--- config.mk ---
export PLATFORM = sky130hd
export DESIGN_NAME = dsg_ctrl
export DESIGN_NICKNAME = d
export VERILOG_FILES = /design/src/rtl/core/dsg_pkg.sv /design/src/rtl/core/dsg_ctrl.sv
export SDC_FILE = /design/constraint.sdc
export NUM_CORES = 1
export LEC_CHECK = 0
export BUFFER_PORTS_ARGS = -buffer_cell sky130_fd_sc_hd__buf_4
export CELL_PAD_IN_SITES_DETAIL_PLACEMENT = 0
export CELL_PAD_IN_SITES_GLOBAL_PLACEMENT = 1
export CORE_MARGIN = 1
export CORE_UTILIZATION = 30
export CTS_CLUSTER_DIAMETER = 80
export DETAILED_ROUTE_END_ITERATION = 8
export PLACE_DENSITY_LB_ADDON = 0.1
export SYNTH_ARGS = -nofsm -noshare
export SYNTH_HDL_FRONTEND = slang
export SYNTH_SLANG_ARGS = --single-unit
--- constraint.sdc ---
create_clock -name clk -period 2.8 [get_ports clk]
set_clock_uncertainty 0.1 [all_clocks]
set_input_delay 0.42 -clock clk [delete_from_list [all_inputs] [get_ports clk]]
set_output_delay 0.42 -clock clk [all_outputs]
set_load 0.02 [all_outputs]
--- src/rtl/core/dsg_pkg.sv ---
// ----------------------------------------------------------------------------
// dsg_pkg
// Shared widths, command codes and the control bundles between the DSATUR
// controller and its datapath.
// ----------------------------------------------------------------------------
package dsg_pkg;

	localparam int CMD_W   = 2;
	localparam int VTX_W   = 6;
	localparam int COLOR_W = 6;
	localparam int COUNT_W = 7;

	localparam logic [CMD_W-1:0] CMD_ARC   = 2'd0;
	localparam logic [CMD_W-1:0] CMD_RUN   = 2'd1;
	localparam logic [CMD_W-1:0] CMD_CLEAR = 2'd2;

	localparam logic [COUNT_W-1:0] VCOUNT_RESET = 7'd64;

	typedef struct packed {
		logic accept_arc;
		logic clear;
		logic run_init;
		logic arc_rd;
		logic arc_wr;
		logic scan_step;
		logic pick_rd;
		logic search_load;
		logic search_step;
		logic commit;
		logic upd_step;
		logic round_inc;
		logic out_load;
	} dsg_cmd_t;

	typedef struct packed {
		logic sweep_done;
		logic search_done;
		logic last_round;
		logic out_last;
		logic out_free;
	} dsg_status_t;

endpackage

--- src/rtl/core/dsg_ctrl.sv ---
// ----------------------------------------------------------------------------
// dsg_ctrl
// Controller state machine: sequences arc loading, the DSATUR rounds and the
// result readout.
// ----------------------------------------------------------------------------
module dsg_ctrl import dsg_pkg::*; (
	input  logic             clk,
	input  logic             arst_n,
	input  logic             in_valid,
	input  logic [CMD_W-1:0] in_cmd,
	output logic             in_ready,
	input  dsg_status_t      status,
	output dsg_cmd_t         cmd
);

	localparam logic [3:0] S_IDLE     = 4'd0;
	localparam logic [3:0] S_ARC_RD   = 4'd1;
	localparam logic [3:0] S_ARC_WR   = 4'd2;
	localparam logic [3:0] S_SCAN     = 4'd3;
	localparam logic [3:0] S_PICK     = 4'd4;
	localparam logic [3:0] S_SLOAD    = 4'd5;
	localparam logic [3:0] S_SEARCH   = 4'd6;
	localparam logic [3:0] S_UPDATE   = 4'd7;
	localparam logic [3:0] S_OUT_RD   = 4'd8;
	localparam logic [3:0] S_OUT_SHOW = 4'd9;

	logic [3:0] state_q;
	logic [3:0] state_d;
	logic       in_fire;

	assign in_ready = (state_q == S_IDLE);
	assign in_fire  = in_valid && in_ready;

	always_comb begin
		cmd     = '0;
		state_d = state_q;
		case (state_q)
			S_IDLE: begin
				if (in_fire) begin
					case (in_cmd)
						CMD_ARC: begin
							cmd.accept_arc = 1'b1;
							state_d        = S_ARC_RD;
						end
						CMD_RUN: begin
							cmd.run_init = 1'b1;
							state_d      = S_SCAN;
						end
						CMD_CLEAR: begin
							cmd.clear = 1'b1;
						end
						default: begin
						end
					endcase
				end
			end
			S_ARC_RD: begin
				cmd.arc_rd = 1'b1;
				state_d    = S_ARC_WR;
			end
			S_ARC_WR: begin
				cmd.arc_wr = 1'b1;
				state_d    = S_IDLE;
			end
			S_SCAN: begin
				cmd.scan_step = 1'b1;
				if (status.sweep_done) begin
					state_d = S_PICK;
				end
			end
			S_PICK: begin
				cmd.pick_rd = 1'b1;
				state_d     = S_SLOAD;
			end
			S_SLOAD: begin
				cmd.search_load = 1'b1;
				state_d         = S_SEARCH;
			end
			S_SEARCH: begin
				if (status.search_done) begin
					cmd.commit = 1'b1;
					state_d    = S_UPDATE;
				end else begin
					cmd.search_step = 1'b1;
				end
			end
			S_UPDATE: begin
				cmd.upd_step = 1'b1;
				if (status.sweep_done) begin
					cmd.round_inc = 1'b1;
					state_d       = status.last_round ? S_OUT_RD : S_SCAN;
				end
			end
			S_OUT_RD: begin
				if (status.out_free) begin
					state_d = S_OUT_SHOW;
				end
			end
			S_OUT_SHOW: begin
				cmd.out_load = 1'b1;
				state_d      = status.out_last ? S_IDLE : S_OUT_RD;
			end
			default: begin
				state_d = S_IDLE;
			end
		endcase
	end

	always_ff @(posedge clk or negedge arst_n) begin
		if (!arst_n) begin
			state_q <= S_IDLE;
		end else begin
			state_q <= state_d;
		end
	end

endmodule

# ---- Yosys cells after proc, flatten, opt, wreduce, memory -nomap -nowiden
# Index checks and enable logic that the tools add are counted.
dict set report word_totals {
  elab_cells 47
  input_bits 10
  register_bits 4
  output_inout_bits 14
}
dict set report classes {
  muxes 25
  n_eq_ne 17
  n_reduce_logical 4
}
# op count
set ops {}
lappend ops {{$pmux W4 S9} 1}
lappend ops {{$mux W4} 7}
lappend ops {{$eq A4 B3 Y1 const B} 4}
lappend ops {{$mux W1} 12}
lappend ops {{$eq A4 B2 Y1 const B} 2}
lappend ops {{$eq A4 B4 Y1 const B} 2}
lappend ops {{$ne A2 B2 Y1 const B} 4}
lappend ops {{$pmux W4 S2} 1}
lappend ops {{$mux W3} 2}
lappend ops {{$reduce_and A6 Y1} 1}
lappend ops {{$eq A4 B1 Y1 const B} 1}
lappend ops {{$logic_not A4 Y1} 1}
lappend ops {{$mux W2} 2}
lappend ops {{$ne A3 B1 Y1 const B} 1}
lappend ops {{$eq A2 B1 Y1 const B} 1}
lappend ops {{$eq A2 B2 Y1 const B} 1}
lappend ops {{$logic_not A2 Y1} 1}
lappend ops {{$ne A2 B1 Y1 const B} 1}
lappend ops {{$logic_and A1 B1 Y1} 1}

# ---- Logic depth before layout (Yosys ltp)
dict set report depth {
  word_depth 4
  mapped_depth 5
}

# ---- Worst setup path before layout
# No wires, ideal clock.
dict set report synth_path {
  path_kind {reg2out}
  from {register state_q[3]}
  to {output port cmd[11] in the netlist's numbering}
  path_stages_with_launch 5
  path_buffers 1
  path_slack_ns 0.730
  t_arrival_ns 1.550
  path_cell_list {dfrtp_1 > buf_6 > nor4_4 > nand2_1 > nor3_1}
}
# item line_no
set synth_lines {}
lappend synth_lines {{start: declaration} dsg_ctrl.sv:27} ;# logic [3:0] state_q;
lappend synth_lines {{start signal: assignment} dsg_ctrl.sv:113} ;# state_q <= state_d;
lappend synth_lines {{end: declaration} dsg_ctrl.sv:13} ;# output dsg_cmd_t cmd

==> results.json <==
{
  "drv_cap": 0,
  "antenna_cells": 0,
  "start_util_pct": 33.7,
  "slew_viol_final": 0,
  "clock-root-buffer": "clkbuf_4",
  "synth_top_flop_cell": "dfrtp_1",
  "nets": 90,
  "cp-end-kind": "output pin",
  "r2r.worst_path.cells": 3,
  "leakage_nw": 0.296,
  "rows": 13,
  "synth_cell_types": 27,
  "fin_cells": 93,
  "r2r_end": "state_q[0]",
  "criticalPathCategory": "reg -> out",
  "htree_levels": 1,
  "cp.depth": 4,
  "powerDensity_nw_per_um2": 965,
  "ant_nets": 0,
  "cts_made_buffers": 3,
  "cts_sinks": 4,
  "largest_register_ffs": 4,
  "rsz0062_at_grt": "no",
  "grt-ovfl-total": 0,
  "worst_setup_path_start_kind": "flop",
  "clock.fmax_mhz": 468,
  "regMostFlops": "state_q",
  "cts_tree": "done",
  "period_share_pct": 76.4,
  "ys_seq_elements": 4,
  "die_area_sq_um": 1700,
  "min_path_type": "in -> reg",
  "irDropWorstVdd_v": 0.000522,
  "holdWs_ps": 323,
  "post_drt_wl_per_cell_um": 11.6,
  "routed_wirelength_um": 1080,
  "via_count": 457,
  "top_regs": "state_q: 4 flops",
  "crit_chain": "nor4_4 > nand2_1 > nor3b_2 > buf_4",
  "drcViolationCount": 0,
  "clockBufferDepth": 2,
  "finalSetupTns_ps": 0,
  "status": "complete, no violations",
  "seq_area_frac_synth_pct": 21.7,
  "coreArea_sq_um": 1370,
  "slew_headroom_pct": 69.3,
  "syn2layout_area_growth_pct": 38.9,
  "critPathTopFamily": "simple AND/OR/NAND/NOR gates",
  "yosysWarnings": 0,
  "critical_path_buf_inv_count": 1,
  "io_pins": 24,
  "synth_fp_nets": 65,
  "post_cts_resized": 0,
  "drt-vias-per-instance": 4.91,
  "syn_inst": 55,
  "timing.final.ws_setup_ps": 662,
  "r2r_setup_slack_ps": 1260,
  "finalSetupViolations": 0,
  "required_ps": 2280,
  "grt_max_degree": 15,
  "place_ws_ps": 894,
  "grt_pass1_vias": 384,
  "die_w_um": 41.2,
  "first_iter_violations": 7,
  "track_usage_pct": 14.4,
  "hold_depth": 2,
  "place_congestion": 0.682,
  "finalHoldViolCount": 0,
  "wl_met2_um": 507,
  "cp.arrival_ps": 1620,
  "routed.top_layer": "met3",
  "tightest_slew_ps": 460,
  "layout_min_cycle_time_ps": 2140,
  "clk_latency_ps": 230,
  "grt_pass1_wl_um": 1610,
  "clk_pin_slew_ps": 30,
  "drive_gt1_share_pct": 47.4,
  "synth-edff-count": 0,
  "hold_end": "state_q[0]",
  "route.met3.wl_um": 69,
  "antenna_found_initial": 0,
  "die_y_um": 41.2,
  "hpwl_um": 827,
  "cp_max_fo": 14,
  "dp.cells": 89,
  "first_pass_iters": 4,
  "crit_slowest_cell": "dfrtp_1",
  "async_flop_share_pct": 100,
  "wl_met1_um": 503,
  "r2r_start": "state_q[2]",
  "synth_area_sq_um": 460,
  "hp-start": "status[4]",
  "avgSynthCellArea_sq_um": 8.37,
  "port_buffers": 23,
  "critPathMaxStageDelay_ps": 530
}
[routing by layer]
layer	GRT usage [%]	vias up
li1	-	244
met1	19.0	199
met2	23.0	14
met3	1.63	0
met4	7.26	0
met5	0	-
[cell usage in the layout, fill, tap and decap left out, types with 2 or more instances in the layout]
| cell | instances |
|---|---|
| nor2_1 | 7 |
| a211oi_1 | 2 |
| dfrtp_1 | 4 |
| clkbuf_4 | 3 |
| nor2b_1 | 2 |
| nand2b_1 | 2 |
| a21oi_1 | 2 |
| o21ai_2 | 2 |
| inv_1 | 3 |
| buf_4 | 23 |
| nor3b_2 | 2 |
| nor3_1 | 8 |
| nand2_1 | 2 |
[metrics by stage]
step	cell area, sq um	total power [mW]	util (%)
CTS	639	0.626	46.8
global placement	607	0.552	44.4
global route	639	0.665	46.8
detailed placement	607	0.552	44.4
finish	639	0.617	46.8
floorplan	460	0.467	-
[synth_stat cells, drive strengths merged (2+ instances only)]
| cell | count | area, sq um |
|---|---|---|
| a211oi | 3 | 27.5 |
| a21oi | 2 | 10.0 |
| buf | 4 | 45.0 |
| dfrtp | 4 | 100 |
| inv | 3 | 11.3 |
| nand2 | 2 | 7.51 |
| nand2b | 4 | 35.0 |
| nor2 | 8 | 32.5 |
| nor2b | 2 | 12.5 |
| nor3 | 8 | 40.0 |
| nor3b | 3 | 32.5 |
| o21ai | 3 | 22.5 |
[worst max path at each step]
| stage | end | slack (ps) | start |
|---|---|---|---|
| global placement | cmd[11] | 930 | state_q[0] |
| CTS | cmd[10] | 640 | state_q[0] |
| detailed placement | cmd[10] | 890 | state_q[0] |
| floorplan | cmd[11] | 730 | state_q[3] |
| finish | cmd[10] | 660 | state_q[0] |
| global route | cmd[12] | 540 | state_q[0] |
[report_power, final]
group          switching (mW)  internal (mW)
sequential             0.0880         0.0804
combinational           0.190          0.190
clock                  0.0210         0.0478
[cell families (layout without fill, tap and decap cells)]
| kind of cell | count (synthesis) | after routing | share of synthesized area, % |
|---|---|---|---|
| compound gates | 12 | 12 | 20.9 |
| xor+xnor | 1 | 1 | 1.90 |
| buf+inv | 7 | 30 | 12.2 |
| flops | 4 | 4 | 21.7 |
| simple gates | 31 | 31 | 43.2 |
[repair_timing]
| item | 4_1_cts | 5_1_grt |
|---|---|---|
| setup endpoints to repair | 0 | 0 |
| hold buffers | 1 | 0 |
| endpoints found under the hold margin | 4 | 0 |
| setup buffers | 0 | 0 |
[area by class of cell]
| class | count | area, sq um |
|---|---|---|
| Fill cell | 165 | 727 |
| Multi-Input combinational cell | 44 | 304 |
| Timing Repair Buffer | 24 | 183 |
| Sequential cell | 4 | 100 |
| Clock buffer | 3 | 22.5 |
| Tap cell | 15 | 18.8 |
| Inverter | 3 | 11.3 |
Note: power is estimated with default switching activity, not from simulation.
